<file path="config.mk">
export PLATFORM = sky130hd
export DESIGN_NAME = dense_graph_shortest_paths
export DESIGN_NICKNAME = d
export VERILOG_FILES = /design/src/sv/dgsp_pkg.sv /design/src/sv/dgsp_ram.sv /design/src/sv/dgsp_cell.sv /design/src/sv/dense_graph_shortest_paths.sv
export SDC_FILE = /design/constraint.sdc
export NUM_CORES = 2
export LEC_CHECK = 0
export BUFFER_PORTS_ARGS = -buffer_cell sky130_fd_sc_hd__buf_2
export CAP_MARGIN = 10
export CORE_ASPECT_RATIO = 0.6
export CORE_MARGIN = 2
export CORE_UTILIZATION = 38
export DETAILED_ROUTE_END_ITERATION = 10
export GPL_TIMING_DRIVEN = 1
export PLACE_DENSITY = 0.6
export REMOVE_ABC_BUFFERS = 1
export SLEW_MARGIN = 25
export SYNTH_ARGS = -nofsm -noshare
export SYNTH_HDL_FRONTEND = slang
export SYNTH_SLANG_ARGS = --single-unit
</file>
<file path="constraint.sdc">
create_clock -name i_clk -period 13.05 [get_ports i_clk]
set_input_delay 0 -clock i_clk [delete_from_list [all_inputs] [get_ports i_clk]]
set_output_delay 0 -clock i_clk [all_outputs]
set_load 0.01 [all_outputs]
</file>
<file path="src/sv/dgsp_pkg.sv">
// ----------------------------------------------------------------------------
// dgsp_pkg: shared types and constants for the shortest-path block
// Vertex, weight and distance types, cell control codes and the
// controller state encoding used by the cell chain and the top level.
// ----------------------------------------------------------------------------
package dgsp_pkg;

    // Graph size: vertex count is a power of two so matrix addresses are {row, col}
    localparam int VTX_BITS     = 3;
    localparam int NUM_VERTICES = 1 << VTX_BITS;
    localparam int ADDR_BITS    = 2 * VTX_BITS;
    localparam int MAT_DEPTH    = NUM_VERTICES * NUM_VERTICES;
    localparam int WEIGHT_BITS  = 16;
    localparam int OUT_BITS     = 19;
    localparam int DIST_BITS    = OUT_BITS + 1;
    localparam int CNT_BITS     = $clog2(NUM_VERTICES + 1);

    typedef logic [VTX_BITS-1:0]    t_vtx;
    typedef logic [ADDR_BITS-1:0]   t_addr;
    typedef logic [WEIGHT_BITS-1:0] t_weight;
    typedef logic [DIST_BITS-1:0]   t_dist;
    typedef logic [OUT_BITS-1:0]    t_out_dist;
    typedef logic [CNT_BITS-1:0]    t_cnt;

    // Saturated maximum and the "unreached" mark one above it
    localparam t_dist DIST_MAX = t_dist'((1 << OUT_BITS) - 1);
    localparam t_dist DIST_INF = t_dist'(1 << OUT_BITS);

    // Command opcodes
    localparam logic OPC_LOAD = 1'b0;
    localparam logic OPC_RUN  = 1'b1;

    // Operation broadcast to every cell
    typedef enum logic [2:0] {
        CELL_HOLD,
        CELL_INIT,
        CELL_MARK,
        CELL_LOAD_W,
        CELL_RELAX,
        CELL_UNLOAD
    } t_cell_op;

    typedef struct packed {
        t_cell_op op;
        t_vtx     vtx;   // source on init, picked vertex on mark
        t_dist    du;    // distance of the picked vertex
    } t_cell_ctl;

    // Min-search token passed down the chain
    typedef struct packed {
        t_dist least;
        t_vtx  pick;
    } t_token;

    typedef enum logic [2:0] {
        S_IDLE,
        S_SEARCH,
        S_PICK,
        S_FETCH,
        S_RELAX,
        S_OUTPUT
    } t_state;

endpackage

</file>
<file path="src/sv/dgsp_ram.sv">
// ----------------------------------------------------------------------------
// dgsp_ram: generic single-write, single-read RAM
// One write port and one read port; read data is registered.
// ----------------------------------------------------------------------------
module dgsp_ram #(
    parameter int WIDTH = 16,
    parameter int DEPTH = 64
) (
    input  logic                     i_clk,
    input  logic                     i_wr_en,
    input  logic [$clog2(DEPTH)-1:0] i_wr_addr,
    input  logic [WIDTH-1:0]         i_wr_data,
    input  logic                     i_rd_en,
    input  logic [$clog2(DEPTH)-1:0] i_rd_addr,
    output logic [WIDTH-1:0]         o_rd_data
);

    logic [WIDTH-1:0] r_mem [DEPTH];
    logic [WIDTH-1:0] r_rd_data;

    // Write port
    always_ff @(posedge i_clk) begin
        if (i_wr_en) begin
            r_mem[i_wr_addr] <= i_wr_data;
        end
    end

    // Registered read port
    always_ff @(posedge i_clk) begin
        if (i_rd_en) begin
            r_rd_data <= r_mem[i_rd_addr];
        end
    end

    assign o_rd_data = r_rd_data;

endmodule

</file>
<file path="src/sv/dgsp_cell.sv">
// ----------------------------------------------------------------------------
// dgsp_cell: one vertex of the shortest-path cell chain
// Holds the vertex's best distance and visited flag, forwards the min-search
// token and the weight stream to its neighbor, and relaxes its own distance.
// ----------------------------------------------------------------------------
module dgsp_cell (
    input  logic                i_clk,
    input  logic                i_rst_n,
    input  dgsp_pkg::t_vtx      i_idx,
    input  dgsp_pkg::t_cell_ctl i_ctl,
    input  dgsp_pkg::t_token    i_tok,
    output dgsp_pkg::t_token    o_tok,
    input  dgsp_pkg::t_weight   i_w,
    output dgsp_pkg::t_weight   o_w,
    input  dgsp_pkg::t_dist     i_dist_next,
    output dgsp_pkg::t_dist     o_dist
);
    import dgsp_pkg::*;

    t_dist   r_dist, n_dist;
    logic    r_vis, n_vis;
    t_weight r_w;
    t_token  r_tok, n_tok;

    logic [DIST_BITS:0] sum;
    t_dist              sat;

    // Candidate distance through the picked vertex, saturating
    always_comb begin
        sum = {1'b0, i_ctl.du} + (DIST_BITS + 1)'(r_w);
        sat = (sum > {1'b0, DIST_MAX}) ? DIST_MAX : sum[DIST_BITS-1:0];
    end

    // Min-search step: highest index wins ties, so take on <=
    always_comb begin
        n_tok = i_tok;
        if (!r_vis && (r_dist <= i_tok.least)) begin
            n_tok.least = r_dist;
            n_tok.pick  = i_idx;
        end
    end

    // Distance and visited updates
    always_comb begin
        n_dist = r_dist;
        n_vis  = r_vis;
        unique case (i_ctl.op)
            CELL_INIT: begin
                n_dist = (i_idx == i_ctl.vtx) ? '0 : DIST_INF;
                n_vis  = 1'b0;
            end
            CELL_MARK: begin
                if (i_idx == i_ctl.vtx) begin
                    n_vis = 1'b1;
                end
            end
            CELL_RELAX: begin
                if (!r_vis && (r_w != '0) && (sat < r_dist)) begin
                    n_dist = sat;
                end
            end
            CELL_UNLOAD: begin
                n_dist = i_dist_next;
            end
            CELL_HOLD, CELL_LOAD_W: begin
            end
            default: begin
            end
        endcase
    end

    always_ff @(posedge i_clk) begin
        if (!i_rst_n) begin
            r_vis <= 1'b0;
        end else begin
            r_vis <= n_vis;
        end
    end

    // Payload registers
    always_ff @(posedge i_clk) begin
        r_dist <= n_dist;
        r_tok  <= n_tok;
        if (i_ctl.op == CELL_LOAD_W) begin
            r_w <= i_w;
        end
    end

    assign o_tok  = r_tok;
    assign o_w    = r_w;
    assign o_dist = r_dist;

endmodule

</file>
<file path="src/sv/dense_graph_shortest_paths.sv">
// ----------------------------------------------------------------------------
// dense_graph_shortest_paths: single-source shortest paths, adjacency matrix
// A load transaction (opcode 0) writes one edge weight; weight 0
// means no edge. A run transaction (opcode 1) computes distances from the
// source and emits one result per vertex, vertex 0 first, on consecutive
// cycles with o_strobe high; the receiver cannot stall them. busy stays high
// from the accepted run until the cycle after the last result. Each of the
// N-1 rounds of a run sweeps the min-search token down the chain of vertex
// cells, marks the pick, streams the picked row out of the matrix RAM
// through its single read port, and relaxes.
// ----------------------------------------------------------------------------
module dense_graph_shortest_paths (
    input  logic                 i_clk,
    input  logic                 i_rst_n,
    input  logic                 start,
    output logic                 busy,
    input  logic                 i_opcode,
    input  dgsp_pkg::t_vtx       i_row,
    input  dgsp_pkg::t_vtx       i_col,
    input  dgsp_pkg::t_weight    i_weight,
    input  dgsp_pkg::t_vtx       i_source_vertex,
    output logic                 o_strobe,
    output dgsp_pkg::t_vtx       o_vertex,
    output dgsp_pkg::t_out_dist  o_distance,
    output logic                 o_reached,
    output logic                 o_last
);
    import dgsp_pkg::*;

    t_state r_state, n_state;
    t_cnt   r_cnt, n_cnt;
    t_vtx   r_round, n_round;
    t_vtx   r_u, n_u;
    t_dist  r_du, n_du;
    logic   r_rd_valid;

    t_cell_ctl ctl;
    logic      wr_en;
    logic      rd_en;
    t_addr     rd_addr;
    t_weight   rd_data;

    t_token  tok_in  [NUM_VERTICES];
    t_token  tok_out [NUM_VERTICES];
    t_weight w_in    [NUM_VERTICES];
    t_weight w_out   [NUM_VERTICES];
    t_dist   d_next  [NUM_VERTICES];
    t_dist   d_out   [NUM_VERTICES];
    t_token  last_tok;

    // Edge weight matrix
    dgsp_ram #(
        .WIDTH (WEIGHT_BITS),
        .DEPTH (MAT_DEPTH)
    ) u_mat (
        .i_clk     (i_clk),
        .i_wr_en   (wr_en),
        .i_wr_addr ({i_row, i_col}),
        .i_wr_data (i_weight),
        .i_rd_en   (rd_en),
        .i_rd_addr (rd_addr),
        .o_rd_data (rd_data)
    );

    // Chain of vertex cells
    for (genvar k = 0; k < NUM_VERTICES; k++) begin : g_cell
        if (k == 0) begin : g_head
            assign tok_in[k] = '{least: DIST_INF, pick: '0};
            assign w_in[k]   = rd_data;
        end else begin : g_body
            assign tok_in[k] = tok_out[k-1];
            assign w_in[k]   = w_out[k-1];
        end
        if (k == NUM_VERTICES - 1) begin : g_tail
            assign d_next[k] = DIST_INF;
        end else begin : g_inner
            assign d_next[k] = d_out[k+1];
        end

        dgsp_cell u_cell (
            .i_clk       (i_clk),
            .i_rst_n     (i_rst_n),
            .i_idx       (t_vtx'(k)),
            .i_ctl       (ctl),
            .i_tok       (tok_in[k]),
            .o_tok       (tok_out[k]),
            .i_w         (w_in[k]),
            .o_w         (w_out[k]),
            .i_dist_next (d_next[k]),
            .o_dist      (d_out[k])
        );
    end

    assign last_tok = tok_out[NUM_VERTICES-1];

    // Next state and sequencing counters
    always_comb begin
        n_state = r_state;
        n_cnt   = r_cnt;
        n_round = r_round;
        n_u     = r_u;
        n_du    = r_du;
        unique case (r_state)
            S_IDLE: begin
                if (start && (i_opcode == OPC_RUN)) begin
                    n_state = S_SEARCH;
                    n_cnt   = '0;
                    n_round = '0;
                end
            end
            S_SEARCH: begin
                if (r_cnt == t_cnt'(NUM_VERTICES - 1)) begin
                    n_state = S_PICK;
                    n_cnt   = '0;
                end else begin
                    n_cnt = r_cnt + t_cnt'(1);
                end
            end
            S_PICK: begin
                n_u     = last_tok.pick;
                n_du    = last_tok.least;
                n_state = S_FETCH;
                n_cnt   = '0;
            end
            S_FETCH: begin
                if (r_cnt == t_cnt'(NUM_VERTICES)) begin
                    n_state = S_RELAX;
                    n_cnt   = '0;
                end else begin
                    n_cnt = r_cnt + t_cnt'(1);
                end
            end
            S_RELAX: begin
                n_cnt = '0;
                if (r_round == t_vtx'(NUM_VERTICES - 2)) begin
                    n_state = S_OUTPUT;
                end else begin
                    n_state = S_SEARCH;
                    n_round = r_round + t_vtx'(1);
                end
            end
            S_OUTPUT: begin
                if (r_cnt == t_cnt'(NUM_VERTICES - 1)) begin
                    n_state = S_IDLE;
                    n_cnt   = '0;
                end else begin
                    n_cnt = r_cnt + t_cnt'(1);
                end
            end
            default: begin
                n_state = S_IDLE;
            end
        endcase
    end

    // Cell commands, matrix access and result strobe
    always_comb begin
        ctl      = '{op: CELL_HOLD, vtx: r_u, du: r_du};
        wr_en    = 1'b0;
        rd_en    = 1'b0;
        // Row of the picked vertex, highest column first so it lands in the last cell
        rd_addr  = {r_u, t_vtx'(NUM_VERTICES - 1) - r_cnt[VTX_BITS-1:0]};
        o_strobe = 1'b0;
        unique case (r_state)
            S_IDLE: begin
                if (start) begin
                    if (i_opcode == OPC_RUN) begin
                        ctl.op  = CELL_INIT;
                        ctl.vtx = i_source_vertex;
                    end else begin
                        wr_en = 1'b1;
                    end
                end
            end
            S_PICK: begin
                ctl.op  = CELL_MARK;
                ctl.vtx = last_tok.pick;
            end
            S_FETCH: begin
                rd_en = (r_cnt < t_cnt'(NUM_VERTICES));
                if (r_rd_valid) begin
                    ctl.op = CELL_LOAD_W;
                end
            end
            S_RELAX: begin
                // An unreached pick relaxes nothing
                if (r_du != DIST_INF) begin
                    ctl.op = CELL_RELAX;
                end
            end
            S_OUTPUT: begin
                ctl.op   = CELL_UNLOAD;
                o_strobe = 1'b1;
            end
            S_SEARCH: begin
            end
            default: begin
            end
        endcase
    end

    always_ff @(posedge i_clk) begin
        if (!i_rst_n) begin
            r_state    <= S_IDLE;
            r_cnt      <= '0;
            r_round    <= '0;
            r_rd_valid <= 1'b0;
        end else begin
            r_state    <= n_state;
            r_cnt      <= n_cnt;
            r_round    <= n_round;
            r_rd_valid <= rd_en;
        end
    end

    always_ff @(posedge i_clk) begin
        r_u  <= n_u;
        r_du <= n_du;
    end

    // Results stream out of the head cell
    assign busy       = (r_state != S_IDLE);
    assign o_vertex   = r_cnt[VTX_BITS-1:0];
    assign o_reached  = (d_out[0] != DIST_INF);
    assign o_distance = o_reached ? d_out[0][OUT_BITS-1:0] : DIST_MAX[OUT_BITS-1:0];
    assign o_last     = o_strobe && (r_cnt == t_cnt'(NUM_VERTICES - 1));

    // Results appear only during a run
    a_strobe_busy: assert property (@(posedge i_clk) disable iff (!i_rst_n)
        o_strobe |-> busy)
        else $error("result strobe outside a run");

    // The last result ends the run
    a_last_idle: assert property (@(posedge i_clk) disable iff (!i_rst_n)
        (o_strobe && o_last) |=> !busy)
        else $error("block still busy after last result");

    // Results come in index order without gaps
    a_in_order: assert property (@(posedge i_clk) disable iff (!i_rst_n)
        (o_strobe && !o_last) |=> (o_strobe && (o_vertex == $past(o_vertex) + 3'd1)))
        else $error("result sequence broken");

    // A started run makes the block busy
    a_run_busy: assert property (@(posedge i_clk) disable iff (!i_rst_n)
        (start && !busy && (i_opcode == OPC_RUN)) |=> busy)
        else $error("run transaction not taken");

endmodule
</file>
* After elaboration in Yosys (flattened, before gate mapping)
Memories as Yosys holds them, arrays and structs flattened. A register that Yosys moved wholly into a read port is not among the register bits.
Index checks and enable logic that the tools add are counted.
** Cells by class
- Reduce and logical (&&, ||, !) cells :: 70
- Divide/modulo/power cells :: 0
- Shifts and indexed selects :: 0
- Bitwise logic cells :: 0
- Eq/ne operators :: 43
- Mux-type cells :: 82
- Order comparisons :: 25
- $mul :: 0
- Add/sub/neg operators :: 11
** Operators by type and width (count)
- $mux W20 :: 24
- $pmux W20 S3 :: 8
- $add A20 B16 Y21 :: 8
- $gt A21 B19 Y1 const B :: 8
- $mux W23 :: 7
- $lt A20 B20 Y1 :: 8
- $le A20 B20 Y1 :: 7
- $reduce_bool A16 Y1 :: 8
- $ne A20 B20 Y1 const B :: 2
- $reduce_and A2 Y1 :: 17
- $ne A2 B1 Y1 const B :: 16
- $logic_and A1 B1 Y1 :: 26
- $mux W3 :: 8
- $le A20 B20 Y1 const B :: 1
- $mux W4 :: 5
- $mux W19 :: 1
- $pmux W3 S6 :: 1
- $pmux W1 S2 :: 8
- $pmux W4 S4 :: 1
- $eq A3 B3 Y1 const B :: 5
- $mux W1 :: 15
- $pmux W3 S5 :: 1
- $eq A3 B2 Y1 const B :: 4
- $eq A3 B3 Y1 const A :: 4
- 20 further kinds :: 38
** Storage, ports and cells
- Input port bits :: 29
- Memories :: 1
- RAM bits :: 1024
- Word-level logic and storage cells :: 277
- Bits in read-only memories :: 0
- Output and inout port bits :: 26
- Flip-flop bits (word level) :: 511
- Bits in latches :: 0
** Memories
- u_mat.r_mem :: depth 64, width 16, read ports 1, clocked after Yosys merged registers in 1, write ports 1, line dgsp_ram.sv:18 : logic [WIDTH-1:0] r_mem [DEPTH];

* Depth between registers and ports, before layout
- Depth after elaboration :: 7
- Mapped depth :: 21
- Mapped depth without buffers :: 20

* By module
A second synthesis with hierarchy kept.
** Second synthesis, totals
- Cell total of the unflattened synthesis :: 5646
- Area, all modules :: 76998.8 um^2
** By module, submodules not included
- dgsp_ram :: times used 1, sequential area each 31230.0 um^2, cells an instance 1829, area each 40202.3 um^2
- dgsp_cell at g_cell[0].u_cell ... :: times used 5, sequential area each 1561.5 um^2, cells an instance 453, area each 4366.7 um^2
- dgsp_cell at g_cell[7].u_cell :: times used 1, sequential area each 1561.5 um^2, cells an instance 535, area each 4840.9 um^2
- dgsp_cell at g_cell[3].u_cell :: times used 1, sequential area each 1561.5 um^2, cells an instance 447, area each 4321.6 um^2
- dgsp_cell at g_cell[2].u_cell :: times used 1, sequential area each 1561.5 um^2, cells an instance 407, area each 4046.4 um^2
- dense_graph_shortest_paths :: times used 1, sequential area each 910.9 um^2, cells an instance 163, area each 1754.2 um^2

* Least setup slack after synthesis
Ideal clock, no wire load.
- Kind :: register -> register
- Start point :: register r_du[1]
- End point :: register g_cell[2].u_cell.r_dist[0], enable pin
- Required time :: 12622 ps
- Path buffers :: 1
- Path slack :: 6908 ps
- Period minus slack after synthesis :: 6142 ps
- Arrival time :: 5714 ps
- Stages on the path, launching flop included :: 21
- Setup time :: 428 ps
- Cells stage by stage :: edfxtp_1 > inv_1 > fa_1 > nor2b_1 > o31a_1 > o2bb2ai_1 > o211ai_1 > a21oi_1 > nand4b_1 > clkbuf_1 > a31oi_1 > inv_1 > ha_1 > a21o_1 > a21o_1 > a21oi_1 > o21ai_0 > a21o_1 > a2111oi_0 > o31ai_1 > a21boi_0
** On the way
- Longest elaborated chain between the ends :: 7
- Elaborated cells on any way between the ends :: 14
- Those cells by class :: add/sub (1); order compare (2); eq/ne (5); mux (3); reduce/logical (3)
** RTL lines
- start: declaration :: line dense_graph_shortest_paths.sv:34 : t_dist r_du, n_du;
- start signal: assignment :: line dense_graph_shortest_paths.sv:218 : r_du <= n_du;
- $add A20 B16 Y21 :: line dgsp_cell.sv:30 : sum = {1'b0, i_ctl.du} + (DIST_BITS + 1)'(r_w);
- $gt A21 B19 Y1 :: line dgsp_cell.sv:31 : sat = (sum > {1'b0, DIST_MAX}) ? DIST_MAX : sum[DIST_BITS-1:0];
- $mux W20 :: line dgsp_cell.sv:31
- $lt A20 B20 Y1 :: line dgsp_cell.sv:58 : if (!r_vis && (r_w != '0) && (sat < r_dist)) begin
- $logic_and A1 B1 Y1 :: line dgsp_cell.sv:58
- $ne A2 B1 Y1 (no line)
- $reduce_and A2 Y1 (no line) (*)
- end signal: assignment :: line dgsp_cell.sv:82 : r_dist <= n_dist;
- end: declaration :: line dgsp_cell.sv:20 : t_dist r_dist, n_dist;
Mark *: on every way between the ends. The rest lies on a longest branch, timed or not.
A chain may end at the register's enable or synchronous reset.

* Final worst setup path
- Start point :: register r_du[1]
- End point :: register g_cell[2].u_cell.r_dist[16], enable pin
Same word-level chain as after synthesis.

==> results by stage <==
Route:
- The per-cell via count in the routed design is ~5.8.
- After detailed routing, the met3 layer carries around 26 mm of wire.
- The detailed-route DRC error count is 0.
- The detailed router used layers up to and including met5.
- For this block, the initial DRC count from the detailed router was about 6.5k.
- After detailed routing, the wire length on met1 is between 100 and 150 mm.
- The total wirelength of the detailed-routed design is between 200 and 250 mm.
- The post-route antenna net violation count is 0.
- The vias after detailed routing is around 45k.
- The length of routed met2 wiring is between 80 and 90 mm.
- The mean routed wirelength per cell is roughly 29 um.
- For this run, the detailed router's first-pass iteration total came to 6.

Floorplanning:
- The die span in x is ~570 um.
- The number of standard-cell rows in the floorplan is about 120.
- The die covers a little under 200000 um2.
- After floorplanning, the core was sized to cover 188100 um2.
- 55 I/O pins were placed.
- The chip height is between 300 and 400 um.
- The effective utilization at floorplan is about two fifths.

CTS:
- The number of setup buffers added after CTS is 0.
- The TritonCTS clock tree is yes.
- The maximum count of clock buffers along a single path is 3.
- The clock network latency to the later pin of the worst-skew pair is 0.85 ns.
- The clock-pin slew of the registers on the worst-case setup and hold paths is approximately 0.060 ns.
- The clock net sink count is between 1.5k and 2k.
- The root buffer cell is sky130_fd_sc_hd__clkbuf_16.
- The number of levels in the clock H-tree is 4.
- The clock buffer count from CTS is about 150.

Yosys:
- For this run, asynchronously set or reset flops after synthesis account for 0%.
- The per-instance average area after synthesis is ~15 um2.
- The count of state elements after synthesis is 1547.
- Synthesis produced 4807 cells.
- The cell area after technology mapping is 72200 um2.
- In the synthesized netlist the dominant register cell turns out to be sky130_fd_sc_hd__edfxtp_1.
- The number of enable flip-flop cells after synthesis is around 1.4k.
- The number of warning messages in the yosys log is 0.
- The sequential share of the synthesized area is 61.63%.
- The distinct cell type count of the synthesized netlist is 85.

Placed design:
- In this run the tool buffered the top-level ports with 54 buffer cells.
- Routability-driven placement finished with a final weighted congestion of between 0.9 and 1.
- Detailed placement finished with a half-perimeter wire length of ~150 mm.

Worst hold path:
- The worst hold path startpoint is i_source_vertex[0].
- The path type of the worst min-delay path is in -> reg.
- The worst hold path was traced through 5 stages.
- For hold timing, the worst endpoint is g_cell[4].u_cell.o_dist[19].

Cells and area:
- Leaving out fill and tap cells, the most frequent cell in the layout is sky130_fd_sc_hd__edfxtp_1.
- Leaving out fill and tap cells, the most frequent cells in the layout are 1351 x sky130_fd_sc_hd__edfxtp_1, 424 x sky130_fd_sc_hd__ha_1, 369 x sky130_fd_sc_hd__inv_1.
- The layout overhead on the synthesized area is 12.73%.
- In the final layout, the share of cells above drive strength 1 is approximately 17%.
- The total inserted antenna cells is 0.
- The final net count is ~5.5k.

STA:
- Dividing the final minimum period by the clock period gives between 50 and 60%.
- Hold is met by approximately 0.12 ns.
- The setup TNS is 0 ns.
- The setup-violating endpoint count in the final report is 0.
- The worst clock skew is a little under 0.07 ns.
- The tightest slew margin relative to the limit is 28.00%.
- The final hold violation count is 0.
- The final max-slew violation count is 0.
- The fmax is between 100 and 150 MHz.
- The shortest clock period the worst path allows after layout is 6.721 ns.
- The slew at the pin closest to its max-slew limit is between 1 and 1.5 ns.
- Setup repair after global routing left no endpoint under its margin.

Critical path:
- The critical path goes through inv_1, fa_1, nor2b_1, o31a_1, o2bb2ai_1, o211ai_1, a21oi_1, nand4b_1, a31oi_1, inv_1, ha_1, a21o_1, a21o_1, a21oi_1, o21ai_0, a21o_1, a2111oi_0, o31ai_1, a21boi_4.
- The worst register-to-register path ends at g_cell[2].u_cell.o_dist[16].
- STA classifies the critical path startpoint as a register.
- In this run the worst path has a maximum fanout of 20.
- Counting both buffers and inverters, the worst setup path holds a total of 2.
- The dominant delay contributor by cell family on the critical path is compound AO/OA/AOI/OAI gates.
- The critical path's largest stage delay is roughly 0.71 ns.
- The kind of critical path is reg -> reg.
- Among the stages of the critical path, the cell type that occurs most often is sky130_fd_sc_hd__a21o_1.
- The setup slack on the worst flop-to-flop path is about 6.3 ns.
- The worst register-to-register path has a depth of 19.
- The critical path required time is ~13 ns.
- The standard cell with the maximum stage delay on the critical path is sky130_fd_sc_hd__nand4b_1.
- The most critical setup path has its startpoint at r_du[1].
- The nature of the critical path endpoint is a register.
- The critical path arrival is ~7.2 ns.
- The source of the worst register-to-register timing path is r_du[1].

Run:
- The tool flagged a number of max-cap violations equal to 0.

Global routing:
- The number of antenna violations at the first check in global routing is 13.
- The remaining global-route overflow is 0.
- The total global-route track usage is between 20 and 25%.
- The first global-routing pass estimated between 300 and 400 mm of wire.
- The via count of the first global-routing pass was around 42k.
- The maximum number of pins on one net before global-route repair is 145.

Power and ir drop:
- The worst-case IR drop observed on VDD is approximately 0.00012 V.
- The analysis attributes to cell leakage a power of approximately 29 nW.
- Power spread over the standard cell area amounts to roughly 150 nW/um2.

Outcome:
- The run finished with clean final reports.
[registers in the layout (all words and copies together), names as in the netlist, 4 cells and up]
name                  flops
u_mat.r_mem            1024
r_cnt                     4
g_cell.u_cell.o_tok     177
g_cell.u_cell.r_vis       8
g_cell.u_cell.o_w       128
u_mat.o_rd_data          16
r_du                     20
g_cell.u_cell.o_dist    160
[final cells by class]
type / count / area [um2]
Sequential cell: 1547 / 44500
Multi-Input combinational cell: 2724 / 25890
Clock buffer: 195 / 4011
Timing Repair Buffer: 212 / 1592
Inverter: 370 / 1389
Fill cell: 16680 / 106700
Clock inverter: 79 / 870.8
Tap cell: 2500 / 3128
[stage by stage]
stage / power [mW] / cells / util, % / worst slack, ns / instance area, um2
floorplan: 7.275 / 4641 / - / 0.5111 / 71510
global placement: 8.024 / 7321 / 40.47 / 6.120 / 76100
detailed placement: 8.046 / 7322 / 40.51 / 6.436 / 76190
CTS: 12.40 / 7627 / 43.27 / 6.462 / 81380
global route: 12.84 / 7627 / 43.28 / 5.912 / 81380
finish: 12.39 / 7627 / 43.28 / 6.329 / 81380
[synth_stat cells, types with 61 or more instances]
master                     count  area (um2)
sky130_fd_sc_hd__a21o_1      112       840.8
sky130_fd_sc_hd__ha_1        424        5305
sky130_fd_sc_hd__xnor2_1      61       534.3
sky130_fd_sc_hd__a21oi_1     178       890.9
sky130_fd_sc_hd__dfxtp_1     196        3924
sky130_fd_sc_hd__nand2b_1     99       619.3
sky130_fd_sc_hd__edfxtp_1   1351       40570
sky130_fd_sc_hd__mux2i_1     138        1381
sky130_fd_sc_hd__inv_1       369        1385
sky130_fd_sc_hd__clkbuf_1    124       465.5
sky130_fd_sc_hd__a22o_1       80       700.7
sky130_fd_sc_hd__o21ai_0     138       690.7
sky130_fd_sc_hd__nand2_1     175       656.9
sky130_fd_sc_hd__nor2_1      183       686.9
sky130_fd_sc_hd__mux4_2      336        7567
[tightest hold or removal path, delay by kind of cell]
family                 cells  cell delay, ns
AO/OA/AOI/OAI              3            0.60
buffers and inverters      1            0.10
AND/OR/NAND/NOR            1            0.12
[cells by family (layout without fill, tap and decap cells)]
family	count (synthesis)	count (layout)	synth area share, %
flip-flops	1547	1547	61.63
adder cells (fa/ha/maj)	432	432	7.570
other	1	8	0.005194
multiplexers	481	481	12.50
AND/OR/NAND/NOR	859	859	6.163
XOR/XNOR	105	105	1.274
buffers and inverters	543	856	2.912
AO/OA/AOI/OAI	839	839	7.946
[report_power, final]
part	total, mW	leakage [nW]	switching (mW)	internal [mW]
logic	2.26	12.8	1.43	0.837
clock network	4.35	2.37	2.00	2.35
registers	5.77	13.9	0.158	5.61
[routing by layer]
layer / vias to the layer above / track usage [%]
met5: - / 0.9199
met4: 4 / 3.936
met3: 247 / 6.582
met2: 2194 / 27.71
met1: 22960 / 37.07
li1: 19120 / -
[worst max path at each step]
stage	to	cells after the start
finish	g_cell[2].u_cell.o_dist[16]	19
global route	g_cell[2].u_cell.o_dist[5]	19
CTS	g_cell[2].u_cell.o_dist[7]	19
detailed placement	g_cell[2].u_cell.o_dist[4]	19
global placement	g_cell[2].u_cell.o_dist[4]	19
floorplan	r_cnt[0]	6
[timing repair]
item,CTS,global route
hold buffers,31,0
endpoints found under the hold margin,1068,0
gates resized for setup,0,0
endpoints found under the setup margin,0,0
Note: power is estimated with default switching activity, not from simulation.
